===== src/rtl/psl_pkg.sv =====
`default_nettype none
package psl_pkg;

  // Sizes of the list and of the item fields.
  localparam int unsigned CAPACITY      = 64;
  localparam int unsigned PAYLOAD_WIDTH = 64;
  localparam int unsigned ADDR_W        = $clog2(CAPACITY);
  localparam int unsigned OP_W          = 3;
  localparam int unsigned POS_W         = 7;
  localparam int unsigned LEN_W         = 7;
  localparam int unsigned KEY_W         = 64;
  localparam int unsigned DATA_W        = 64;
  localparam int unsigned STATUS_W      = 2;

  // Command queue between the front and the engine.
  localparam int unsigned QUEUE_DEPTH = 2;
  localparam int unsigned Q_PTR_W     = $clog2(QUEUE_DEPTH);
  localparam int unsigned Q_CNT_W     = $clog2(QUEUE_DEPTH + 1);

  typedef enum logic [OP_W-1:0] {
    OP_INSERT = 3'd0,
    OP_DELETE = 3'd1,
    OP_GET    = 3'd2,
    OP_LOCATE = 3'd3,
    OP_CLEAR  = 3'd4
  } op_e;

  typedef enum logic [STATUS_W-1:0] {
    ST_OK        = 2'd0,
    ST_BAD_POS   = 2'd1,
    ST_FULL      = 2'd2,
    ST_NOT_FOUND = 2'd3
  } status_e;

  typedef enum logic [2:0] {
    CMD_INSERT,
    CMD_DELETE,
    CMD_GET,
    CMD_LOCATE,
    CMD_CLEAR,
    CMD_NOP
  } cmd_e;

  typedef enum logic [2:0] {
    ENG_IDLE,
    ENG_SHIFT_UP,
    ENG_SHIFT_DOWN,
    ENG_GET,
    ENG_SCAN
  } eng_state_e;

  typedef struct packed {
    logic [OP_W-1:0]   op;
    logic [POS_W-1:0]  position;
    logic [KEY_W-1:0]  entry_key;
    logic [DATA_W-1:0] entry_payload;
  } cmd_t;

  typedef struct packed {
    logic [STATUS_W-1:0] status;
    logic [POS_W-1:0]    found_position;
    logic [KEY_W-1:0]    read_key;
    logic [DATA_W-1:0]   read_payload;
    logic [LEN_W-1:0]    list_length;
  } rsp_t;

  typedef struct packed {
    cmd_e                     kind;
    logic [POS_W-1:0]         position;
    logic [KEY_W-1:0]         key;
    logic [PAYLOAD_WIDTH-1:0] payload;
  } job_t;

endpackage
`default_nettype wire


===== src/rtl/psl_if.sv =====
`default_nettype none
interface psl_cmd_if;
  logic            valid;
  logic            ready;
  psl_pkg::cmd_t   data;

  modport source (output valid, output data, input ready);
  modport sink   (input valid, input data, output ready);
endinterface

`default_nettype wire


===== src/rtl/psl_front.sv =====
`default_nettype none
module psl_front (
  input  wire logic          clk_i,
  input  wire logic          rst_ni,
  psl_cmd_if.sink            cmd_i,
  output psl_pkg::job_t      job_o,
  output logic               job_valid_o,
  input  wire logic          job_ready_i
);

  logic          slot_valid_q, slot_valid_d;
  psl_pkg::job_t slot_q;
  psl_pkg::job_t job_d;
  logic          take;

  assign cmd_i.ready = !slot_valid_q || job_ready_i;
  assign take        = cmd_i.valid && cmd_i.ready;

  // Op codes without a meaning become a no-op that only reports the length.
  always_comb begin
    job_d.position = cmd_i.data.position;
    job_d.key      = cmd_i.data.entry_key;
    job_d.payload  = cmd_i.data.entry_payload[psl_pkg::PAYLOAD_WIDTH-1:0];
    case (cmd_i.data.op)
      psl_pkg::OP_INSERT: job_d.kind = psl_pkg::CMD_INSERT;
      psl_pkg::OP_DELETE: job_d.kind = psl_pkg::CMD_DELETE;
      psl_pkg::OP_GET:    job_d.kind = psl_pkg::CMD_GET;
      psl_pkg::OP_LOCATE: job_d.kind = psl_pkg::CMD_LOCATE;
      psl_pkg::OP_CLEAR:  job_d.kind = psl_pkg::CMD_CLEAR;
      default:            job_d.kind = psl_pkg::CMD_NOP;
    endcase
  end

  always_comb begin
    slot_valid_d = slot_valid_q;
    if (take) begin
      slot_valid_d = 1'b1;
    end else if (job_ready_i) begin
      slot_valid_d = 1'b0;
    end
  end

  always_ff @(posedge clk_i or negedge rst_ni) begin
    if (!rst_ni) begin
      slot_valid_q <= 1'b0;
    end else begin
      slot_valid_q <= slot_valid_d;
    end
  end

  always_ff @(posedge clk_i) begin
    if (take) begin
      slot_q <= job_d;
    end
  end

  assign job_o       = slot_q;
  assign job_valid_o = slot_valid_q;

endmodule
`default_nettype wire


===== src/flat_wrapper.sv =====
// flat-port wrapper written by rule: the top's interface ports become plain ports
module psl_front_flat 
  (clk_i, rst_ni, job_o, job_valid_o, job_ready_i, cmd_i_valid, cmd_i_data, cmd_i_ready);
  psl_cmd_if cmd_i_i ();
  input  wire logic clk_i;
  input  wire logic rst_ni;
  output psl_pkg::job_t job_o;
  output logic job_valid_o;
  input  wire logic job_ready_i;
  input wire logic [$bits(cmd_i_i.valid)-1:0] cmd_i_valid;
  input wire logic [$bits(cmd_i_i.data)-1:0] cmd_i_data;
  output wire logic [$bits(cmd_i_i.ready)-1:0] cmd_i_ready;
  assign cmd_i_i.valid = cmd_i_valid;
  assign cmd_i_i.data = cmd_i_data;
  assign cmd_i_ready = cmd_i_i.ready;
  psl_front u_core (.clk_i(clk_i), .rst_ni(rst_ni), .cmd_i(cmd_i_i), .job_o(job_o), .job_valid_o(job_valid_o), .job_ready_i(job_ready_i));
endmodule

===== config.mk =====
export PLATFORM = sky130hd
export DESIGN_NAME = psl_front_flat
export DESIGN_NICKNAME = d
export VERILOG_FILES = /design/src/rtl/psl_pkg.sv /design/src/rtl/psl_if.sv /design/src/rtl/psl_front.sv /design/src/flat_wrapper.sv
export SDC_FILE = /design/constraint.sdc
export NUM_CORES = 1
export LEC_CHECK = 0
export ABC_CLOCK_PERIOD_IN_PS = 2070
export BUFFER_PORTS_ARGS = -buffer_cell sky130_fd_sc_hd__buf_2
export CELL_PAD_IN_SITES_DETAIL_PLACEMENT = 1
export CELL_PAD_IN_SITES_GLOBAL_PLACEMENT = 1
export CORE_ASPECT_RATIO = 0.7
export CORE_UTILIZATION = 29
export CTS_CLUSTER_SIZE = 20
export DETAILED_ROUTE_END_ITERATION = 7
export MAX_ROUTING_LAYER = met4
export PLACE_DENSITY_LB_ADDON = 0.1
export SLEW_MARGIN = 20
export SYNTH_ARGS = -nofsm -noshare
export SYNTH_HDL_FRONTEND = slang
export SYNTH_SLANG_ARGS = --single-unit

===== constraint.sdc =====
create_clock -name clk_i -period 2.07 [get_ports clk_i]
set_clock_uncertainty 0.15 [all_clocks]
set_input_delay 0.414 -clock clk_i [delete_from_list [all_inputs] [get_ports clk_i]]
set_output_delay 0.414 -clock clk_i [all_outputs]
set_load 0.02 [all_outputs]

==> Yosys cells after proc, flatten, opt, wreduce, memory -nomap -nowiden <==
Index checks and enable logic that the tools add are counted.
{ "op_classes": {"eq_ne": 4, "reduce_logical": 5, "n_mux": 3} }
{ "ops": {"columns": ["operator", "n"], "rows": [
  ["$pmux 3 s5", 1],
  ["$eq 3x2->1 const B", 2],
  ["$eq 3x1->1 const B", 1],
  ["$eq 3x3->1 const B", 1],
  ["$logic_not 3->1", 1],
  ["$mux 1", 2],
  ["$reduce_bool 2->1", 1],
  ["$logic_and 1x1->1", 1],
  ["$logic_not 1->1", 1],
  ["$logic_or 1x1->1", 1]
]} }
{ "totals": {"output_inout_bits": 140, "in_bits": 142, "reg_bits": 139} }

==> Logic depth before layout (Yosys ltp) <==
Gate-level depths: netlist of the first run.
{ "depth": {"word_depth": 4, "mapped_depth": 2, "mapped_depth_nobuf": 2} }

==> Least setup slack after synthesis of the first run <==
No wires, ideal clock.
{ "synth_path": {"kind": "register to register", "from": "register u_core.slot_valid_q (netlist: u_core.job_valid_o)", "to": "register u_core.slot_q, in the netlist u_core.job_o[0] (enable)", "setup_time_ns": 0.402, "path_buffers": 0, "stages_incl_launch_ff": 3, "slack_ns": -0.135, "arrival_time_ns": 1.653, "t_required_ns": 1.518, "cell_sequence": "dfrtp_1 nand2b_4 and2_4"} }
{ "synth_between": {"elab_chain_cells": 3} }
{ "synth_lines": {"columns": ["item", "line", "text"], "rows": [
  ["start: declaration", "psl_front.sv:11", "logic slot_valid_q, slot_valid_d;"],
  ["start signal: assignment", "psl_front.sv:47", "slot_valid_q <= slot_valid_d;"],
  ["$logic_not 1->1", "psl_front.sv:16", "assign cmd_i.ready = !slot_valid_q || job_ready_i;"],
  ["$logic_or 1x1->1", "psl_front.sv:16", null],
  ["via cmd_i_ready", "flat_wrapper.sv:12", "output wire logic [$bits(cmd_i_i.ready)-1:0] cmd_i_ready;"],
  ["$logic_and 1x1->1", "psl_front.sv:17", "assign take = cmd_i.valid && cmd_i.ready;"],
  ["end signal: assignment", "psl_front.sv:53", "slot_q <= job_d;"],
  ["end: declaration", "psl_front.sv:12", "psl_pkg::job_t slot_q;"]
]} }
The timed path passes the listed nets, and every way through them passes these cells.
A chain may end at the register's enable or synchronous reset.

==> Worst setup path after layout of the first run <==
{ "layout_path": {"from": "register u_core.slot_valid_q (netlist: u_core.job_valid_o)", "to": "output port cmd_i_ready"} }
{ "layout_between": {"elab_chain_cells": 2} }
{ "layout_lines": {"columns": ["item", "line"], "rows": [
  ["$logic_not 1->1", "psl_front.sv:16"],
  ["$logic_or 1x1->1", "psl_front.sv:16"],
  ["end: declaration", "flat_wrapper.sv:12"]
]} }
Every way passes these cells.

==> impl_metrics.yaml, run 1 <==
sta:
  setup_viol: 0
  finalCritPeriodShare_pct: 78.3
  worstMarginPinSlew_ns: 0.347
  rsz0062_at_grt: "no"
  slew_headroom_pct: 76.8
  min_period_ns: 1.62
  max_freq_mhz: 617
  slew_viol_final: 0
  hold_viol: 0
place:
  portBuffers: 281
  place.gp.congestion: 0.792
  place_area_um2: 5950
  place_hpwl_mm: 8.41
synth:
  yosysWarnings: 0
  syn_area_um2: 4220
  syn_avg_cell_area_um2: 29.1
  synth.distinct_cells: 8
  ys_seq_area_share_pct: 98.9
  synth_seq_cells: 139
  syn-num-nets: 287
  syn-instance-count: 145
pwr:
  ir_worst_vdd_v: 0.000509
  power_density_nw_per_um2: 1060
  leakage_nw: 2.80
critical_path:
  crit_arrival_ns: 1.06
  critical_path_class: "reg2out"
  max_stage_delay_ns: 0.42
  critPathRequiredTime_ns: 1.51
  setup.worst_path.start_class: "register"
  crit_chain: "nand2b_4 > buf_2"
  crit_slowest_cell: "dfrtp_2"
  crit_family: "flip-flops"
  cp-end-kind: "primary output"
  cp.buffers_inverters: 1
  path_max_fanout: 3
job:
  cap_violations: 0
clock_network:
  clk_root_buffer_cell: "clkbuf_16"
  cts_sinks: 139
  path_clk_slew_ns: 0.06
  clockBufferDepth: 2
  cts_tree: "done"
  numCtsBuffers: 17
  clock_latency_ns: 0.40
  cts_setup_buffers: 0
  cts_max_level: 4
final_layout:
  num-fill-cells: 1447
  nNetsFinal: 595
  layout_commonest_cell: "buf_2"
  areaGrowthSynthToFinish_pct: 55.8
  fin_util_pct: 46.7
  layout_common_cells: "281 x buf_2, 138 x edfxtp_1, 17 x clkbuf_16"
  fin_area_um2: 6570
  post_route_cells_drive_above_1_share_pct: 69.1
detailed_routing:
  drc: 0
  wl_per_cell_um: 16.7
  viasPerCell: 3.97
  drt_iter0_drc: 122
  firstDrtPassIters: 4
  wl_mm: 11.0
  routed-via-count: 2607
  drtAntennaViolNets: 0
global_route:
  grt_usage_pct: 14.8
  grt_pass1_wl_mm: 15.3
  antenna_found_initial: 1
  grt_pass1_vias: 2751
  grt_max_degree: 39
  grt_overflow: 0
die:
  coreArea_um2: 14100
  ioPinCount: 282
  die_area_um2: 15000
  die_h_um: 103
  start_util_pct: 30.0
  die_w_um: 146
  rows: 36
min_path:
  hold_path_class: "in2reg"
status:
  status: "completed"
==> cell usage after synthesis <==
master | instances | share of area (%)
edfxtp_1 | 138 | 98
nand2b_4 | 1 | 0.33
nand2b_1 | 1 | 0.15
a21o_1 | 1 | 0.18
clkbuf_1 | 1 | 0.089
nor2b_1 | 1 | 0.15
and2_4 | 1 | 0.21
dfrtp_1 | 1 | 0.59
==> worst paths after layout <==
path	endpoint	slack [ns]	depth (start not counted)	from
worst max-delay path	cmd_i_ready	0.45	2	u_core.job_valid_o
worst min-delay path	u_core.job_o[134]	0.03	1	cmd_i_data[134]
worst max register to register	u_core.job_o[107]	0.47	3	u_core.job_valid_o
worst min register to register	u_core.job_valid_o	0.39	2	u_core.job_valid_o
max in group asynchronous	u_core.job_valid_o	1.50	2	rst_ni
min in group asynchronous	u_core.job_valid_o	0.17	2	rst_ni
==> state kept, by name, summed over array words and instances (netlist names) <==
register and count:
u_core.job_o 138, u_core.job_valid_o 1
==> area by class of cell <==
class	instances	area, um^2	share of cell area [%]
Antenna cell	1	2.50	0.0381
Clock buffer	18	429	6.53
Sequential cell	139	4170	63.5
Multi-Input combinational cell	5	42.5	0.648
Timing Repair Buffer	290	1510	23.1
Tap cell	190	238	3.62
Clock inverter	14	171	2.61
==> what timing repair did <==
| item | CTS | global route |
|---|---|---|
| hold buffers | 1 | 0 |
| endpoints found under the setup margin | 0 | 0 |
| endpoints found under the hold margin | 1 | 0 |
| gates resized for setup | 0 | 0 |
==> kinds of logic after synthesis <==
kind of cell,count (synthesis),share of synthesized area (%)
compound gates,1,0.178
buf+inv,1,0.0890
flops,139,98.9
simple gates,4,0.831
==> report_power, final <==
group	total (mW)	switching, mW	leakage, nW	internal (mW)
Sequential	3.32	0.0359	1.32	3.28
Clock	3.06	1.16	0.288	1.90
Combinational	0.581	0.364	1.18	0.216
==> stage by stage <==
step                      TNS, ns  hold WS [ns]  setup WS [ns]  instances  total power [mW]
after floorplan            -13.71       -0.0316        -0.0994        145              3.64
after detailed placement        0        0.0469          0.316        623              3.97
after CTS                       0       0.00536          0.424        656              7.07
after global placement          0        0.0385          0.331        623              3.95
after global routing            0      0.000433          0.401        657              7.21
final                           0        0.0263          0.449        657              6.96
==> layer usage <==
metal  vias to the layer above  share of wire [%]  global-route usage (%)
met3                        16                 12                    7.79
met1                      1218                 37                    15.4
li1                       1208                  -                       -
met2                       165                 49                    23.5
met4                         0                1.3                    7.21
met5                         -                  0                       -
Power figures use the tool's default switching activity.
==> inputs of run 2 (changes only) <==
--- a/config.mk
+++ b/config.mk
@@ -5,7 +5,7 @@
 export SDC_FILE = /design/constraint.sdc
 export NUM_CORES = 1
 export LEC_CHECK = 0
-export ABC_CLOCK_PERIOD_IN_PS = 2070
+export ABC_CLOCK_PERIOD_IN_PS = 1430
 export BUFFER_PORTS_ARGS = -buffer_cell sky130_fd_sc_hd__buf_2
 export CELL_PAD_IN_SITES_DETAIL_PLACEMENT = 1
 export CELL_PAD_IN_SITES_GLOBAL_PLACEMENT = 1
==> constraint.sdc (replaced) <==
create_clock -name clk_i -period 1.43 [get_ports clk_i]
set_clock_uncertainty 0.15 [all_clocks]
set_input_delay 0.286 -clock clk_i [delete_from_list [all_inputs] [get_ports clk_i]]
set_output_delay 0.286 -clock clk_i [all_outputs]
set_load 0.02 [all_outputs]
==> run 2 against run 1 <==
Synthesized area did not move; the run now fails in clock tree synthesis; synthesized cell count did not move.
==> impl_metrics.yaml, run 2 <==
clock_network:
  cts_setup_buffers: 1
  numCtsBuffers: 17
  cts_max_level: 4
  clk_root_buffer_cell: "clkbuf_16"
  cts_resized: 7
  clockBufferDepth: 2
  cts_sinks: 139
  cts-hold-fix-buffers: 134
die:
  die_h_um: 103
  rows: 36
  start_util_pct: 30.0
  die_w_um: 146
  ioPinCount: 282
synth:
  synth.distinct_cells: 8
  syn_area_um2: 4220
  async_flop_share_pct: 0.719
  yosysMostFrequentCell: "edfxtp_1"
  yosysWarnings: 0
  synth_top_area_share_pct: 98.3
  syn-instance-count: 145
  syn_avg_cell_area_um2: 29.1
  synth_seq_cells: 139
  syn-num-nets: 287
  ys_seq_area_share_pct: 98.9
  synth_edf_count: 138
  netlist_top_cells_area: "edfxtp_1 98%, dfrtp_1 0.59%, nand2b_4 0.33%"
  ys.flop_type: "edfxtp_1"
  synth.largest_area_cell: "edfxtp_1"
place:
  placed_cells: 631
  place.gp.congestion: 0.797
  place_hpwl_mm: 8.35
  portBuffers: 281
status:
  tool.error: "[ERROR RSZ-0060] Max buffer count reached."
  haltStage: "clock tree synthesis"
  status: "aborted with a tool error"
-- run 2: logic make-up after synthesis --
logic type	after synthesis	synth area share, %
flops	139	98.9
buf+inv	1	0.0890
compound gates	1	0.178
simple gates	4	0.831
-- run 2: metrics by stage --
| step | hold slack [ns] | instance area, um^2 | worst slack (ns) | util, % | setup TNS [ns] |
|---|---|---|---|---|---|
| after floorplan | -0.160 | 4220 | -0.739 | - | -102.03 |
| after detailed placement | -0.0827 | 6060 | -0.00407 | 43.2 | -0.0648 |
| after global placement | -0.0892 | 6060 | 0.00812 | 43.2 | 0 |
==> inputs of run 3 (changes only) <==
==> config.mk (replaced) <==
export PLATFORM = sky130hd
export DESIGN_NAME = psl_front_flat
export DESIGN_NICKNAME = d
export VERILOG_FILES = /design/src/rtl/psl_pkg.sv /design/src/rtl/psl_if.sv /design/src/rtl/psl_front.sv /design/src/flat_wrapper.sv
export SDC_FILE = /design/constraint.sdc
export NUM_CORES = 1
export LEC_CHECK = 0
export ABC_CLOCK_PERIOD_IN_PS = 1900
export BUFFER_PORTS_ARGS = -buffer_cell sky130_fd_sc_hd__buf_2
export CORE_UTILIZATION = 25
export DETAILED_ROUTE_END_ITERATION = 7
export PLACE_DENSITY_LB_ADDON = 0.15
export SLEW_MARGIN = 20
export SYNTH_ARGS = -nofsm -noshare
export SYNTH_HDL_FRONTEND = slang
export SYNTH_SLANG_ARGS = --single-unit
==> constraint.sdc (replaced) <==
create_clock -name clk_i -period 1.9 [get_ports clk_i]
set_clock_uncertainty 0.15 [all_clocks]
set_input_delay 0.38 -clock clk_i [delete_from_list [all_inputs] [get_ports clk_i]]
set_output_delay 0.38 -clock clk_i [all_outputs]
set_load 0.02 [all_outputs]
==> run 3 against run 2 <==
The flow now finishes without violations.
==> impl_metrics.yaml, run 3 (same netlist as run 1, synthesis figures left out) <==
final_layout:
  areaGrowthSynthToFinish_pct: 87.4
  layout_common_cells: "281 x buf_2, 138 x edfxtp_1, 136 x dlygate4sd3_1"
  nNetsFinal: 728
  diodes: 0
  layout_commonest_cell: "buf_2"
  largest_register_ffs: 138
  post_route_cells_drive_above_1_share_pct: 52.9
  layoutNonFillerInstCount: 819
  num-fill-cells: 1461
die:
  rows: 47
  die_area_um2: 17400
  coreArea_um2: 16500
  start_util_pct: 25.5
  die_w_um: 132
  die_h_um: 132
  ioPinCount: 282
pwr:
  leakage_nw: 3.32
  power_density_nw_per_um2: 958
  p_clk_share_pct: 41.0
  power.internal_mw: 5.90
  power.switching_mw: 1.67
  pwr-share-seq_pct: 47.8
  ir_worst_vdd_v: 0.000578
  p_total_mw: 7.57
  comb_power_share_pct: 11.2
  swShare_pct: 22.0
clock_network:
  clock_latency_ns: 0.40
  numCtsBuffers: 17
  clk_root_buffer_cell: "clkbuf_16"
  path_clk_slew_ns: 0.05
  cts_max_level: 4
  clockBufferDepth: 2
  cts_setup_buffers: 0
  cts_sinks: 139
  cts_tree: "done"
detailed_routing:
  routed-via-count: 3083
  drc: 0
  firstDrtPassIters: 4
  viasPerCell: 3.76
  drt_iter0_drc: 101
  wl_per_cell_um: 13.8
  drtAntennaViolNets: 0
  wl_mm: 11.3
min_path:
  worst_hold_startpoint: "cmd_i_data[137]"
  hold_path_class: "in2reg"
  worstHoldPathCells: 1
  min_to: "u_core.job_o[137]"
critical_path:
  path_max_fanout: 39
  cp-end-kind: "register"
  rrSetupSlack_ns: 0.30
  ff2ff_path_depth: 3
  crit_arrival_ns: 1.55
  timing.rr.start: "u_core.job_valid_o"
  r2r-end: "u_core.job_o[88]"
  critPathRequiredTime_ns: 1.85
  setup.worst_path.start_class: "register"
  critical_path_class: "reg2reg"
sta:
  hold_slack_ns: 0.0335
  rsz0062_at_grt: "no"
  setup_viol: 0
  min_period_ns: 1.60
  worstMarginPinSlew_ns: 0.318
  fin_setup_tns_ns: 0
  slew_headroom_pct: 78.8
  timing.final.ws_setup_ns: 0.299
  max_freq_mhz: 624
  hold_viol: 0
  finalCritPeriodShare_pct: 84.3
  slew_viol_final: 0
global_route:
  grt_usage_pct: 13.2
  antenna_found_initial: 0
  grt_max_degree: 40
  grt_overflow: 0
  grt_pass1_wl_mm: 17.1
  grt_pass1_vias: 3351
job:
  cap_violations: 0
place:
  dpl_worst_slack_ns: 0.180
  place.gp.congestion: 0.779
  place_hpwl_mm: 7.58
  portBuffers: 281
  placed_cells: 651
status:
  status: "completed"
-- run 3: power groups by stage --
stage	clock (mW)	combinational [mW]	sequential, mW
floorplan	0	0.0634	3.90
global placement	0	0.626	3.68
CTS	3.20	0.852	3.62
finish	3.10	0.846	3.62
detailed placement	0	0.630	3.68
global route	3.30	0.900	3.63
-- run 3: worst max-delay path by stage --
stage / start / to / slack, ns / depth (start not counted)
final: u_core.job_valid_o / u_core.job_o[88] / 0.30 / 3
after floorplan: u_core.job_valid_o / u_core.job_o[0] / -0.27 / 2
after global placement: job_ready_i / u_core.job_o[75] / 0.21 / 4
after CTS: u_core.job_valid_o / u_core.job_o[88] / 0.27 / 3
after global routing: u_core.job_valid_o / u_core.job_o[88] / 0.24 / 3
after detailed placement: job_ready_i / u_core.job_o[73] / 0.18 / 4
-- run 3: layout make-up --
| class | count | area [um^2] | share of cell area [%] |
|---|---|---|---|
| flip-flops and latches | 139 | 4170 | 52.8 |
| repair buffers | 423 | 2850 | 36.1 |
| clock buffers | 19 | 433 | 5.48 |
| clock inverters | 13 | 128 | 1.62 |
| multi-input cells | 5 | 42.5 | 0.539 |
| well taps | 220 | 275 | 3.48 |
-- run 3: timing repair --
action / 4_1_cts / 5_1_grt
resized for setup: 0 / 0
hold endpoints to repair: 136 / 0
hold buffers: 136 / 0
setup endpoints to repair: 0 / 0
-- run 3: worst max-delay path, cell delays in order (launching register included) --
cell and delay, ns:
dfrtp_2 0.42, nand2b_4 0.08, and2_4 0.33, buf_12 0.27
-- run 3: metal layers --
layer,GRT usage (%),wire (um),share of wire [%],vias to the layer above
met1,13.6,4290,38,1425
met4,7.88,238,2.1,0
met5,0,0,0,-
li1,-,-,-,1471
met3,4.61,813,7.2,16
met2,23.1,5930,53,171
-- run 3: metrics by stage --
step | utilization [%] | instance area [um^2]
after detailed placement | 36.2 | 5980
after floorplan | - | 4220
final | 47.8 | 7900
after CTS | 47.8 | 7900
after global placement | 36.2 | 5980
after global routing | 47.8 | 7900
