File: src/rtl/psl_pkg.sv
`default_nettype none
package psl_pkg;

  // Sizes of the list and of the item fields.
  localparam int unsigned CAPACITY      = 64;
  localparam int unsigned PAYLOAD_WIDTH = 64;
  localparam int unsigned ADDR_W        = $clog2(CAPACITY);
  localparam int unsigned OP_W          = 3;
  localparam int unsigned POS_W         = 7;
  localparam int unsigned LEN_W         = 7;
  localparam int unsigned KEY_W         = 64;
  localparam int unsigned DATA_W        = 64;
  localparam int unsigned STATUS_W      = 2;

  // Command queue between the front and the engine.
  localparam int unsigned QUEUE_DEPTH = 2;
  localparam int unsigned Q_PTR_W     = $clog2(QUEUE_DEPTH);
  localparam int unsigned Q_CNT_W     = $clog2(QUEUE_DEPTH + 1);

  typedef enum logic [OP_W-1:0] {
    OP_INSERT = 3'd0,
    OP_DELETE = 3'd1,
    OP_GET    = 3'd2,
    OP_LOCATE = 3'd3,
    OP_CLEAR  = 3'd4
  } op_e;

  typedef enum logic [STATUS_W-1:0] {
    ST_OK        = 2'd0,
    ST_BAD_POS   = 2'd1,
    ST_FULL      = 2'd2,
    ST_NOT_FOUND = 2'd3
  } status_e;

  typedef enum logic [2:0] {
    CMD_INSERT,
    CMD_DELETE,
    CMD_GET,
    CMD_LOCATE,
    CMD_CLEAR,
    CMD_NOP
  } cmd_e;

  typedef enum logic [2:0] {
    ENG_IDLE,
    ENG_SHIFT_UP,
    ENG_SHIFT_DOWN,
    ENG_GET,
    ENG_SCAN
  } eng_state_e;

  typedef struct packed {
    logic [OP_W-1:0]   op;
    logic [POS_W-1:0]  position;
    logic [KEY_W-1:0]  entry_key;
    logic [DATA_W-1:0] entry_payload;
  } cmd_t;

  typedef struct packed {
    logic [STATUS_W-1:0] status;
    logic [POS_W-1:0]    found_position;
    logic [KEY_W-1:0]    read_key;
    logic [DATA_W-1:0]   read_payload;
    logic [LEN_W-1:0]    list_length;
  } rsp_t;

  typedef struct packed {
    cmd_e                     kind;
    logic [POS_W-1:0]         position;
    logic [KEY_W-1:0]         key;
    logic [PAYLOAD_WIDTH-1:0] payload;
  } job_t;

endpackage
`default_nettype wire

File: src/rtl/psl_queue.sv
`default_nettype none
module psl_queue (
  input  wire logic          clk_i,
  input  wire logic          rst_ni,
  input  wire logic          push_valid_i,
  output logic               push_ready_o,
  input  psl_pkg::job_t      push_data_i,
  output logic               pop_valid_o,
  input  wire logic          pop_ready_i,
  output psl_pkg::job_t      pop_data_o
);

  psl_pkg::job_t                 entry_q [psl_pkg::QUEUE_DEPTH];
  logic [psl_pkg::Q_PTR_W-1:0]   wr_ptr_q, wr_ptr_d;
  logic [psl_pkg::Q_PTR_W-1:0]   rd_ptr_q, rd_ptr_d;
  logic [psl_pkg::Q_CNT_W-1:0]   fill_q, fill_d;
  logic                          push, pop;

  assign push_ready_o = fill_q != psl_pkg::Q_CNT_W'(psl_pkg::QUEUE_DEPTH);
  assign pop_valid_o  = fill_q != '0;
  assign push         = push_valid_i && push_ready_o;
  assign pop          = pop_valid_o && pop_ready_i;
  assign pop_data_o   = entry_q[rd_ptr_q];

  always_comb begin
    wr_ptr_d = wr_ptr_q;
    rd_ptr_d = rd_ptr_q;
    fill_d   = fill_q;
    if (push) begin
      wr_ptr_d = (wr_ptr_q == psl_pkg::Q_PTR_W'(psl_pkg::QUEUE_DEPTH - 1)) ?
                 '0 : wr_ptr_q + 1'b1;
    end
    if (pop) begin
      rd_ptr_d = (rd_ptr_q == psl_pkg::Q_PTR_W'(psl_pkg::QUEUE_DEPTH - 1)) ?
                 '0 : rd_ptr_q + 1'b1;
    end
    if (push && !pop) begin
      fill_d = fill_q + 1'b1;
    end else if (pop && !push) begin
      fill_d = fill_q - 1'b1;
    end
  end

  always_ff @(posedge clk_i or negedge rst_ni) begin
    if (!rst_ni) begin
      wr_ptr_q <= '0;
      rd_ptr_q <= '0;
      fill_q   <= '0;
    end else begin
      wr_ptr_q <= wr_ptr_d;
      rd_ptr_q <= rd_ptr_d;
      fill_q   <= fill_d;
    end
  end

  always_ff @(posedge clk_i) begin
    if (push) begin
      entry_q[wr_ptr_q] <= push_data_i;
    end
  end

endmodule
`default_nettype wire

File: config.mk
export PLATFORM = sky130hd
export DESIGN_NAME = psl_queue
export DESIGN_NICKNAME = d
export VERILOG_FILES = /design/src/rtl/psl_pkg.sv /design/src/rtl/psl_queue.sv
export SDC_FILE = /design/constraint.sdc
export NUM_CORES = 1
export LEC_CHECK = 0
export BUFFER_PORTS_ARGS = -buffer_cell sky130_fd_sc_hd__clkbuf_2
export CAP_MARGIN = 20
export CORE_MARGIN = 2
export CORE_UTILIZATION = 42
export DETAILED_ROUTE_END_ITERATION = 6
export PLACE_DENSITY = 0.66
export SETUP_SLACK_MARGIN = 0.15
export SLEW_MARGIN = 20
export SYNTH_ARGS = -nofsm -noshare
export SYNTH_HDL_FRONTEND = slang
export SYNTH_SLANG_ARGS = --single-unit
File: constraint.sdc
create_clock -name clk_i -period 11 [get_ports clk_i]
set_input_delay 0 -clock clk_i [delete_from_list [all_inputs] [get_ports clk_i]]
set_output_delay 0 -clock clk_i [all_outputs]
set_load 0.02 [all_outputs]
**Word level (Yosys, flattened, before mapping)**

Memories as Yosys holds them, arrays and structs flattened.
Index checks and enable logic that the tools add are counted.

- Bits in registers: 4
- Bits in writable memories: 276
- Bits of input ports: 142
- Output and inout bits: 140
- Memories: 1

Memory list:

| memory | depth | width | rd ports | clocked after memory_dff | wr ports | RTL line | source |
|---|---|---|---|---|---|---|---|
| entry_q | 2 | 138 | 1 | 0 | 1 | psl_queue.sv:13 | `psl_pkg::job_t entry_q [psl_pkg::QUEUE_DEPTH];` |

- Add/subtract/negate cells: 4
- Equal/unequal tests: 1
- Multiplexer cells: 6
- Reductions and logical operators: 8

Operator list:

| kind | number |
|---|---|
| 1-bit logical AND | 4 |
| 1-bit two-way mux | 4 |
| 2-bit two-way mux | 2 |
| 2-bit nonzero test | 2 |
| 1-bit adder, second input constant | 2 |
| 2-bit by 1-bit adder with 2-bit output, second input constant | 1 |
| 1-bit logical NOT | 2 |
| 2-bit != test, second input constant | 1 |
| 2-bit by 1-bit subtractor with 2-bit output, second input constant | 1 |

**Longest topological paths before layout**

Gate-level depths: netlist of run 1.

- Depth after elaboration: 6
- Mapped depth: 7
- Depth with buffers taken out: 7

**Least setup slack after synthesis of run 1**

Ideal clock, no wire load.

- Kind: reg-to-reg
- Start point: register fill_q[0] in the netlist's numbering
- End point: memory entry_q[0][0] in the netlist's numbering (enable)
- Library setup time: 0.637 ns
- Arrival time: 6.530 ns
- Setup slack: 3.833 ns
- Cell stages (with the launch flop): 4
- Period minus slack after synthesis: 7.167 ns
- Cell sequence: dfrtp_1 > nand2b_1 > nand2_1 > nor2_1

- Longest elaborated chain between the ends: 4

RTL lines:

| item | RTL line | source |
|---|---|---|
| start, declared | psl_queue.sv:16 | `logic [psl_pkg::Q_CNT_W-1:0] fill_q, fill_d;` |
| start signal, assigned | psl_queue.sv:52 | `fill_q <= fill_d;` |
| 2-bit != test | psl_queue.sv:19 | `assign push_ready_o = fill_q != psl_pkg::Q_CNT_W'(psl_pkg::QUEUE_DEPTH);` |
| net push_ready_o | psl_queue.sv:6 | `output logic push_ready_o,` |
| 1-bit logical AND | psl_queue.sv:21 | `assign push = push_valid_i && push_ready_o;` |
| 1-bit two-way mux | psl_queue.sv:57 | `if (push) begin` |
| 1-bit two-way mux (implied by the code) | psl_queue.sv:58 | `entry_q[wr_ptr_q] <= push_data_i;` |
| end, declared | psl_queue.sv:13 |  |

The timed path passes the listed nets, and every way through them passes these cells.

==> impl_metrics.sql, run 1 <==
INSERT INTO impl_metrics (metric_group, metric, value, unit) VALUES
('power_and_ir_drop', 'power.density', '256.6', 'nW/um^2'),
('clock_network', 'cts_max_level', '1', ''),
('clock_network', 'insertion_delay', '0.53', 'ns'),
('global_route', 'grt_pass1_wl', '33290', 'um'),
('timing', 'post-route-period-util', '0.2836', ''),
('global_route', 'grt_antenna_before_repair', '1', ''),
('setup_path', 'worst-setup-path-type', 'flop to output port', ''),
('route', 'first_iter_violations', '324', ''),
('job', 'max_cap_viol_count', '0', ''),
('synth', 'synth.distinct_cells', '15', ''),
('floorplan', 'floorplan.rows', '56', ''),
('power_and_ir_drop', 'intPower', '2.475', 'mW'),
('synth', 'most_frequent_cell_after_synthesis', 'edfxtp_1', ''),
('synth', 'yosys.area.top_type', 'edfxtp_1', ''),
('setup_path', 'endpoint', 'pop_data_o[20]', ''),
('synth', 'synthesis.area', '10180', 'um^2'),
('timing', 'timing.final.crit_period', '3.120', 'ns'),
('hold_path', 'depth_of_the_worst_hold_timing_path', '2', ''),
('timing', 'least_margin_pin_slew', '1.063', 'ns'),
('route', 'first_pass_iters', '4', ''),
('clock_network', 'cts_resized', '0', ''),
('floorplan', 'chipWidth', '159.7', 'um'),
('route', 'wl_per_cell', '17.40', 'um'),
('global_route', 'grt-busiest-layer', 'met2', ''),
('clock_network', 'cts_root_buf', 'clkbuf_16', ''),
('outcome', 'run_status', 'complete, no violations', ''),
('clock_network', 'clkSlewWorstSetupHoldPaths', '0.06', 'ns'),
('global_route', 'globalRouteOverflowTotal', '0', ''),
('floorplan', 'design.die.area', '25510', 'um^2'),
('floorplan', 'placeableCoreArea', '23610', 'um^2'),
('power_and_ir_drop', 'sum_of_internal_switching_and_leakage_power', '3.645', 'mW'),
('setup_path', 'crit_path_capture_type', 'output port', ''),
('timing', 'rsz_0062_raised_after_global_routing', 'no', ''),
('route', 'vias', '5746', ''),
('synth', 'async_reset_ff_frac', '0.01429', ''),
('floorplan', 'floorplan.die.height', '159.7', 'um'),
('final_layout', 'layout-drive-gt1-share', '0.5082', ''),
('timing', 'timing.final.hold_violations', '0', ''),
('clock_network', 'cts_inserted_buffers', '29', ''),
('global_route', 'groute.layer.met1.usage', '0.1952', ''),
('setup_path', 'crit_required', '11.00', 'ns'),
('placement', 'dpl-instance-area', '11890', 'um^2'),
('power_and_ir_drop', 'combinational_share_of_power', '0.316', ''),
('global_route', 'use_met3', '0.04182', ''),
('route', 'totalWireLength', '21410', 'um'),
('setup_path', 'timing.reg2reg.setup_slack', '8.06', 'ns'),
('clock_network', 'cts_tree', 'built', ''),
('clock_network', 'clkSinkCount', '280', ''),
('power_and_ir_drop', 'switching_share', '0.3209', ''),
('clock_network', 'cts.path.max_buffers', '3', ''),
('synth', 'yosys.area.top_type_share', '0.8138', ''),
('setup_path', 'critPathSlowestCell', 'dfrtp_4', ''),
('timing', 'final-max-slew-violation-count', '0', ''),
('global_route', 'met2_usage', '0.2940', ''),
('timing', 'skew', '0.005629', 'ns'),
('placement', 'numPortBuffers', '281', ''),
('setup_path', 'worstPathCellList', 'buf_4, mux2_2, clkbuf_2', ''),
('setup_path', 'worst_ep_arrival_time', '3.12', 'ns'),
('timing', 'timing.final.setup_violations', '0', ''),
('synth', 'number_of_instances_in_the_synthesized_netlist', '447', ''),
('synth', 'ys_dominant_reg_cell', 'edfxtp_1', ''),
('placement', 'gp_congestion', '0.7347', ''),
('hold_path', 'min_path_type', 'input pin to flop', ''),
('final_layout', 'final_design_area_no_fill', '14210', 'um^2'),
('route', 'vias_per_cell', '4.668', ''),
('setup_path', 'largest_stage_delay_on_the_critical_path', '1.09', 'ns'),
('global_route', 'grt_max_degree', '78', ''),
('timing', 'slew_headroom', '0.2916', ''),
('power_and_ir_drop', 'maximum_ir_drop_on_the_vdd_rail', '0.2201', 'mV'),
('global_route', 'track_usage', '0.1643', ''),
('floorplan', 'ioPinCount', '282', '');
-- metrics by stage --
step	hold WS [ns]	std cells	setup WS, ns
floorplan	-0.2956	447	3.833
global placement	-0.1907	1036	8.183
detailed placement	-0.1877	1036	8.076
CTS	0.1666	1230	7.871
global route	0.1836	1230	7.706
finish	0.2051	1231	7.880
-- worst min path at each step --
stage | start | endpoint
2_1_floorplan | rst_ni | fill_q[0]
3_3_place_gp | rst_ni | wr_ptr_q
3_5_place_dp | rst_ni | wr_ptr_q
4_1_cts | push_data_i[40] | entry_q[1][40]
5_1_grt | push_data_i[38] | entry_q[1][38]
6_report | push_data_i[14] | entry_q[0][14]
-- final cells by class --
cell class	count	area (um^2)	area share
well taps	319	399.1	0.02809
flip-flops and latches	280	8392	0.5907
clock inverters	12	128.9	0.009071
clock buffers	40	767.0	0.05398
multi-input cells	151	1657	0.1166
repair buffers	427	2858	0.2011
inverters	1	3.754	0.0002642
diodes	1	2.502	0.0001761
-- logic make-up after synthesis --
kind of cell | Yosys count | synth area share
flops | 280 | 0.8236
mux | 138 | 0.1526
buf+inv | 16 | 0.01499
simple gates | 7 | 0.003319
xor+xnor | 5 | 0.004301
fa+ha+maj | 1 | 0.001228
-- cell usage in the layout, fill, tap and decap left out --
cell type,n
buf_4,4
clkinv_1,5
bufinv_16,3
dfrtp_4,1
clkbuf_1,11
or2_2,1
clkbuf_16,29
xnor2_1,3
mux2_2,138
nand2_1,2
nand2b_1,1
dlygate4sd3_1,142
dfrtp_1,3
xor2_1,2
diode_2,1
clkinv_2,4
edfxtp_1,276
ha_1,1
and3_4,1
inv_1,1
nor2_4,1
nor2_1,1
clkbuf_2,281
-- critical path: cells and delay by family (launching register included) --
family / cells / cell delay, ns
multiplexers: 1 / 0.43
buffers and inverters: 2 / 0.97
flip-flops: 1 / 1.09
-- timing repair --
item / CTS / global route
hold buffers: 142 / 0
buffers inserted: 0 / 0
endpoints found under the hold margin: 283 / 0
setup endpoints to repair: 0 / 0
-- power by group through the flow --
stage               Clock (mW)  Sequential [mW]  Combinational (mW)
finish                   0.920             1.57                1.15
floorplan                    0             1.56               0.839
detailed placement           0             1.60                1.11
global route             0.989             1.60                1.23
CTS                      0.944             1.57                1.16
global placement             0             1.58                1.10
-- registers in the layout (all words and copies together) (netlist names) --
signal / flops
wr_ptr_q: 1
rd_ptr_q: 1
entry_q: 276
fill_q: 2
-- routing by layer --
| layer | up-vias | routed length, um | part of all wire |
|---|---|---|---|
| met4 | 0 | 657 | 0.031 |
| li1 | 2679 | - | - |
| met1 | 2806 | 8505 | 0.40 |
| met3 | 53 | 1364 | 0.064 |
| met2 | 208 | 10890 | 0.51 |
| met5 | - | 0 | 0 |
(Power assumes the default switching activity.)
==> inputs of run 2 (changes only) <==
--- a/config.mk
+++ b/config.mk
@@ -5,12 +5,13 @@
 export SDC_FILE = /design/constraint.sdc
 export NUM_CORES = 1
 export LEC_CHECK = 0
+export ABC_AREA = 1
 export BUFFER_PORTS_ARGS = -buffer_cell sky130_fd_sc_hd__clkbuf_2
 export CAP_MARGIN = 20
 export CORE_MARGIN = 2
 export CORE_UTILIZATION = 42
 export DETAILED_ROUTE_END_ITERATION = 6
-export PLACE_DENSITY = 0.66
+export PLACE_DENSITY = 0.69
 export SETUP_SLACK_MARGIN = 0.15
 export SLEW_MARGIN = 20
 export SYNTH_ARGS = -nofsm -noshare
==> constraint.sdc (replaced) <==
create_clock -name clk_i -period 2.5 [get_ports clk_i]
set_input_delay 0 -clock clk_i [delete_from_list [all_inputs] [get_ports clk_i]]
set_output_delay 0 -clock clk_i [all_outputs]
set_load 0.02 [all_outputs]
==> impl_metrics.sql, run 2 <==
INSERT INTO impl_metrics (metric_group, metric, value, unit) VALUES
('placement', 'dpl-instance-area', '12060', 'um^2'),
('synth', 'synth.distinct_cells', '15', ''),
('floorplan', 'design.die.area', '25880', 'um^2'),
('setup_path', 'critPathLaunchType', 'flop', ''),
('placement', 'gp_congestion', '0.7673', ''),
('route', 'first_iter_violations', '443', ''),
('floorplan', 'initial_utilization', '0.4263', ''),
('final_layout', 'top_library_cells_by_usage_in_the_layout_fill_and_taps_aside', 'nand2_1, clkbuf_2, edfxtp_1', ''),
('setup_path', 'crit_required', '2.50', 'ns'),
('synth', 'synth.net_count', '893', ''),
('timing', 'rsz_0062_raised_after_global_routing', 'no', ''),
('power_and_ir_drop', 'maximum_ir_drop_on_the_vdd_rail', '0.6699', 'mV'),
('timing', 'timing.fmax', '0.4499', 'GHz'),
('timing', 'timing.final.setup_violations', '0', ''),
('power_and_ir_drop', 'p_leak', '6.246', 'nW'),
('synth', 'synthesis.area_per_instance', '13.78', 'um^2'),
('synth', 'synth_seq_area_share', '0.8114', ''),
('final_layout', 'layout-drive-gt1-share', '0.2801', ''),
('final_layout', 'antenna-diode-count', '0', ''),
('final_layout', 'final.fill_count', '1841', ''),
('timing', 'least_margin_pin_slew', '0.4588', 'ns'),
('setup_path', 'crit_path_capture_type', 'output port', ''),
('route', 'vias', '7054', ''),
('route', 'wl_per_cell', '15.62', 'um'),
('synth', 'yosys.area.top_type_share', '0.8017', ''),
('route', 'post_detailed_route_drc_marker_count', '0', ''),
('global_route', 'grt_antenna_before_repair', '1', ''),
('timing', 'post-route-period-util', '0.8891', ''),
('route', 'vias_per_cell', '4.620', ''),
('synth', 'number_of_enable_type_register_cells_in_the_synthesized_netlist', '276', ''),
('setup_path', 'worst-setup-path-type', 'flop to output port', ''),
('final_layout', 'largest_reg_flops', '276', ''),
('synth', 'number_of_instances_in_the_synthesized_netlist', '750', ''),
('power_and_ir_drop', 'power.density', '1191', 'nW/um^2'),
('power_and_ir_drop', 'sum_of_internal_switching_and_leakage_power', '17.26', 'mW'),
('synth', 'synth_commonest_cells', 'nand2_1, edfxtp_1, buf_4', ''),
('final_layout', 'nNetsFinal', '1324', ''),
('global_route', 'globalRouteOverflowTotal', '0', ''),
('synth', 'ys_dominant_reg_cell', 'edfxtp_1', ''),
('route', 'totalWireLength', '23860', 'um'),
('clock_network', 'cts.path.max_buffers', '3', ''),
('outcome', 'run_status', 'complete, no violations', ''),
('hold_path', 'min_path_type', 'input pin to flop', ''),
('setup_path', 'worst_ep_arrival_time', '2.22', 'ns'),
('timing', 'timing.final.hold_violations', '0', ''),
('placement', 'dp_hpwl', '13680', 'um'),
('final_layout', 'largest-register', 'entry_q', ''),
('setup_path', 'worstPathMaxFanout', '70', ''),
('global_route', 'vias_in_the_first_global_route', '6953', ''),
('synth', 'yosys.area.top_type', 'edfxtp_1', ''),
('global_route', 'grt_max_degree', '79', ''),
('floorplan', 'floorplan.die.height', '160.9', 'um'),
('synth', 'synth-seq-cells', '280', ''),
('clock_network', 'clkSinkCount', '280', ''),
('synth', 'synth.area.top_cells', 'edfxtp_1, nand2_1, buf_6', ''),
('timing', 'skew', '0.01320', 'ns'),
('timing', 'timing.final.crit_period', '2.223', 'ns'),
('final_layout', 'layout_commonest_cell', 'nand2_1', ''),
('clock_network', 'cts_max_level', '1', ''),
('route', 'first_pass_iters', '4', ''),
('synth', 'synthesis.area', '10340', 'um^2'),
('job', 'max_cap_viol_count', '0', ''),
('synth', 'async_reset_ff_frac', '0.01429', ''),
('clock_network', 'clkSlewWorstSetupHoldPaths', '0.06', 'ns'),
('clock_network', 'cts_tree', 'built', ''),
('final_layout', 'flow.area_growth_from_synthesis', '40.18', '%'),
('timing', 'final-max-slew-violation-count', '0', ''),
('global_route', 'track_usage', '0.1810', ''),
('global_route', 'grt_pass1_wl', '37020', 'um'),
('clock_network', 'cts_inserted_buffers', '28', ''),
('clock_network', 'cts_root_buf', 'clkbuf_16', ''),
('floorplan', 'placeableCoreArea', '24250', 'um^2'),
('synth', 'most_frequent_cell_after_synthesis', 'nand2_1', ''),
('placement', 'numPortBuffers', '281', ''),
('floorplan', 'ioPinCount', '282', ''),
('floorplan', 'floorplan.rows', '57', ''),
('synth', 'yosysWarnings', '0', ''),
('route', 'postRouteAntennaNets', '0', ''),
('floorplan', 'chipWidth', '160.9', 'um'),
('clock_network', 'insertion_delay', '0.53', 'ns'),
('final_layout', 'layout_top_registers', 'entry_q (276), fill_q (2)', ''),
('timing', 'slew_headroom', '0.6942', ''),
('final_layout', 'final_design_area_no_fill', '14490', 'um^2'),
('clock_network', 'post-cts-setup-buffer-count', '0', '');
run 2: cell types whose count changed after synthesis, moves of 2 or more:
cell	change
buf_2	+2
buf_4	+12
inv_1	+5
mux2_2	-138
nand2_1	+422
nand3_1	+2
xnor2_1	-2
run 2: metrics by stage:
stage | hold WS (ns) | setup TNS (ns) | instances | worst slack (ns) | utilization
3_5_place_dp | -0.1820 | 0 | 1333 | 0.8259 | 0.4975
2_1_floorplan | -0.2956 | -163.21 | 750 | -0.6007 | -
4_1_cts | 0.1686 | 0 | 1527 | 0.2458 | 0.5973
6_report | 0.1953 | 0 | 1527 | 0.2773 | 0.5976
3_3_place_gp | -0.1762 | 0 | 1333 | 0.8325 | 0.4975
5_1_grt | 0.1832 | 0 | 1527 | 0.1610 | 0.5976
run 2: timing repair:
item	in CTS	in global routing
hold endpoints to repair	284	0
gates resized for setup	0	1
endpoints found under the setup margin	0	1
hold buffers	142	0
run 2: worst paths after layout:
check	startpoint	to	slack, ns	cells after the start
max in group asynchronous	rst_ni	rd_ptr_q	1.89	3
worst min register to register	fill_q[0]	fill_q[0]	0.51	1
worst min-delay path	push_data_i[29]	entry_q[1][29]	0.20	2
worst max register to register	fill_q[0]	entry_q[0][82]	0.94	5
worst max-delay path	rd_ptr_q	pop_data_o[17]	0.28	5
min in group asynchronous	rst_ni	wr_ptr_q	0.39	3
run 2: cell families (layout without fill, tap and decap cells):
| family | after synthesis | after routing | synth area share |
|---|---|---|---|
| and+or+nand+nor | 429 | 429 | 0.1563 |
| DFF | 280 | 280 | 0.8114 |
| buffers and inverters | 38 | 491 | 0.02941 |
| xor gates and xnor gates | 2 | 2 | 0.001695 |
| adders and majority gates | 1 | 1 | 0.001210 |
run 2: report_power, final:
part,internal (mW),switching [mW]
logic,1.74,4.28
registers,6.41,0.343
clock network,2.80,1.68
total,11.0,6.30
run 2: worst max-delay path, stage by stage (launching register included):
cell,delay (ns)
dfrtp_4,0.66
inv_4,0.26
buf_16,0.29
nand2_1,0.10
nand2_1,0.10
clkbuf_2,0.18
run 2: metal layers:
| metal | part of all wire | vias up | track usage |
|---|---|---|---|
| li1 | - | 3397 | - |
| met5 | 0.00054 | - | 0 |
| met1 | 0.41 | 3306 | 0.2345 |
| met4 | 0.025 | 2 | 0.05398 |
| met2 | 0.49 | 299 | 0.3078 |
| met3 | 0.078 | 50 | 0.03977 |
run 2: layout make-up:
cell class              count  area, um^2  share of cell area
clock buffers              38       779.5             0.05379
repair buffers            432        2990              0.2064
inverters                   7       28.78            0.001986
well taps                 324       405.4             0.02797
clock inverters            14       220.2             0.01520
flip-flops and latches    280        8392              0.5791
multi-input cells         432        1675              0.1156
==> inputs of run 3 (changes only) <==
--- a/config.mk
+++ b/config.mk
@@ -9,9 +9,9 @@
 export BUFFER_PORTS_ARGS = -buffer_cell sky130_fd_sc_hd__clkbuf_2
 export CAP_MARGIN = 20
 export CORE_MARGIN = 2
-export CORE_UTILIZATION = 42
+export CORE_UTILIZATION = 47
 export DETAILED_ROUTE_END_ITERATION = 6
-export PLACE_DENSITY = 0.69
+export PLACE_DENSITY = 0.76
 export SETUP_SLACK_MARGIN = 0.15
 export SLEW_MARGIN = 20
 export SYNTH_ARGS = -nofsm -noshare
==> impl_metrics.sql, run 3 (synthesized netlist as in run 2, its figures left out) <==
INSERT INTO impl_metrics (metric_group, metric, value, unit) VALUES
('global_route', 'vias_in_the_first_global_route', '7254', ''),
('clock_network', 'cts_root_buf', 'clkbuf_16', ''),
('setup_path', 'crit_path_capture_type', 'output port', ''),
('route', 'first_pass_iters', '5', ''),
('final_layout', 'layout_top_registers', 'entry_q (276), fill_q (2)', ''),
('setup_path', 'crit_required', '2.50', 'ns'),
('setup_path', 'worst-setup-path-type', 'flop to output port', ''),
('clock_network', 'clkSlewWorstSetupHoldPaths', '0.06', 'ns'),
('power_and_ir_drop', 'maximum_ir_drop_on_the_vdd_rail', '0.8415', 'mV'),
('timing', 'timing.fmax', '0.5358', 'GHz'),
('clock_network', 'clkSinkCount', '280', ''),
('placement', 'dp_hpwl', '13180', 'um'),
('setup_path', 'critPathSlowestCell', 'dfrtp_4', ''),
('placement', 'placement.setup.worst_slack', '0.9357', 'ns'),
('floorplan', 'design.die.area', '23200', 'um^2'),
('global_route', 'globalRouteOverflowTotal', '0', ''),
('timing', 'post-route-worst-setup-slack', '0.6337', 'ns'),
('route', 'vias_per_cell', '4.772', ''),
('final_layout', 'final_design_area_no_fill', '14340', 'um^2'),
('final_layout', 'largest-register', 'entry_q', ''),
('floorplan', 'initial_utilization', '0.4766', ''),
('timing', 'skew', '0.01232', 'ns'),
('timing', 'timing.final.setup_violations', '0', ''),
('route', 'vias', '7077', ''),
('timing', 'final-max-slew-violation-count', '0', ''),
('timing', 'timing.final.crit_period', '1.866', 'ns'),
('setup_path', 'worstPathCellList', 'buf_4, nand2_1, nand2_1, clkbuf_2', ''),
('final_layout', 'final_cell_count_no_fill', '1483', ''),
('route', 'first_iter_violations', '465', ''),
('timing', 'slew_headroom', '0.6565', ''),
('global_route', 'grt_antenna_before_repair', '1', ''),
('route', 'post_detailed_route_drc_marker_count', '0', ''),
('setup_path', 'largest_stage_delay_on_the_critical_path', '0.45', 'ns'),
('clock_network', 'cts.path.max_buffers', '3', ''),
('timing', 'rsz_0062_raised_after_global_routing', 'no', ''),
('route', 'wl_per_cell', '15.78', 'um'),
('floorplan', 'chipWidth', '152.3', 'um'),
('final_layout', 'flow.area_growth_from_synthesis', '38.74', '%'),
('route', 'totalWireLength', '23400', 'um'),
('placement', 'numPlacedInstances', '1288', ''),
('hold_path', 'min_path_type', 'input pin to flop', ''),
('clock_network', 'cts_tree', 'built', ''),
('timing', 'timing.final.hold_violations', '0', ''),
('final_layout', 'finalCoreUtilization', '0.6613', ''),
('route', 'postRouteAntennaNets', '0', ''),
('final_layout', 'top_library_cells_by_usage_in_the_layout_fill_and_taps_aside', 'nand2_1, clkbuf_2, edfxtp_1', ''),
('job', 'max_cap_viol_count', '0', ''),
('setup_path', 'path_buf_inv', '2', ''),
('global_route', 'grt_max_degree', '94', ''),
('timing', 'post-route-period-util', '0.7465', ''),
('setup_path', 'cp_common_cell', 'nand2_1', ''),
('setup_path', 'worst_ep_arrival_time', '1.87', 'ns'),
('final_layout', 'layout_commonest_cell', 'nand2_1', ''),
('clock_network', 'cts_max_level', '1', ''),
('clock_network', 'cts_resized', '0', ''),
('placement', 'numPortBuffers', '281', ''),
('timing', 'least_margin_pin_slew', '0.5153', 'ns'),
('final_layout', 'largest_reg_flops', '276', ''),
('placement', 'gp_congestion', '0.7679', ''),
('floorplan', 'floorplan.rows', '54', ''),
('clock_network', 'cts_inserted_buffers', '28', ''),
('global_route', 'grt_pass1_wl', '36400', 'um'),
('timing', 'summed_negative_setup_slack_over_all_endpoints', '0', 'ns'),
('floorplan', 'ioPinCount', '282', ''),
('power_and_ir_drop', 'sum_of_internal_switching_and_leakage_power', '16.82', 'mW'),
('setup_path', 'worstPathMaxFanout', '46', ''),
('floorplan', 'placeableCoreArea', '21690', 'um^2'),
('final_layout', 'layout-drive-gt1-share', '0.2854', ''),
('global_route', 'track_usage', '0.1963', ''),
('power_and_ir_drop', 'power.density', '1173', 'nW/um^2'),
('setup_path', 'critPathLaunchType', 'flop', ''),
('outcome', 'run_status', 'complete, no violations', ''),
('placement', 'dpl-instance-area', '12000', 'um^2'),
('floorplan', 'floorplan.die.height', '152.3', 'um'),
('setup_path', 'worst_path_dominant_cell_family', 'buffers and inverters', ''),
('final_layout', 'nNetsFinal', '1323', ''),
('timing', 'whs', '0.2039', 'ns'),
('power_and_ir_drop', 'p_leak', '6.224', 'nW'),
('clock_network', 'insertion_delay', '0.53', 'ns');
==> run 3: layout make-up <==
| cell class | count | area (um^2) |
|---|---|---|
| Fill cell | 1462 | 7346 |
| Inverter | 7 | 28.78 |
| Timing Repair Buffer | 431 | 2975 |
| Antenna cell | 1 | 2.502 |
| Clock inverter | 19 | 147.6 |
| Clock buffer | 33 | 770.7 |
| Multi-Input combinational cell | 432 | 1675 |
| Sequential cell | 280 | 8392 |
| Tap cell | 280 | 350.3 |
==> run 3: path summary, 6_finish.rpt <==
check,from,endpoint,slack (ns),cells after the start
worst min-delay path,push_data_i[11],entry_q[0][11],0.20,2
min in group asynchronous,rst_ni,rd_ptr_q,0.38,3
max in group asynchronous,rst_ni,rd_ptr_q,1.92,3
worst max register to register,fill_q[0],entry_q[0][78],0.92,5
worst max-delay path,rd_ptr_q,pop_data_o[14],0.63,4
worst min register to register,fill_q[0],fill_q[0],0.54,1
==> run 3: layer usage <==
metal	up-vias	GRT usage	part of all wire
li1	3398	-	-
met1	3313	0.2235	0.36
met3	50	0.05119	0.084
met2	316	0.3586	0.52
met5	-	0	0
met4	0	0.06720	0.031
==> run 3: worst register-to-register path: stages (launching register included) <==
cell and delay [ns]:
dfrtp_1 0.40, inv_2 0.08, nand2_4 0.08, nand2_4 0.07
nor2_4 0.18, buf_12 0.35
==> run 3: power breakdown <==
group	internal, mW	switching, mW	leakage [nW]
sequential	6.41	0.258	2.61
combinational	1.73	4.34	3.14
clock	2.41	1.68	0.467
total	10.5	6.27	6.22
==> run 3: repair_timing <==
action / 4_1_cts / 5_1_grt
hold buffers: 142 / 0
setup buffers: 0 / 0
endpoints found under the hold margin: 284 / 0
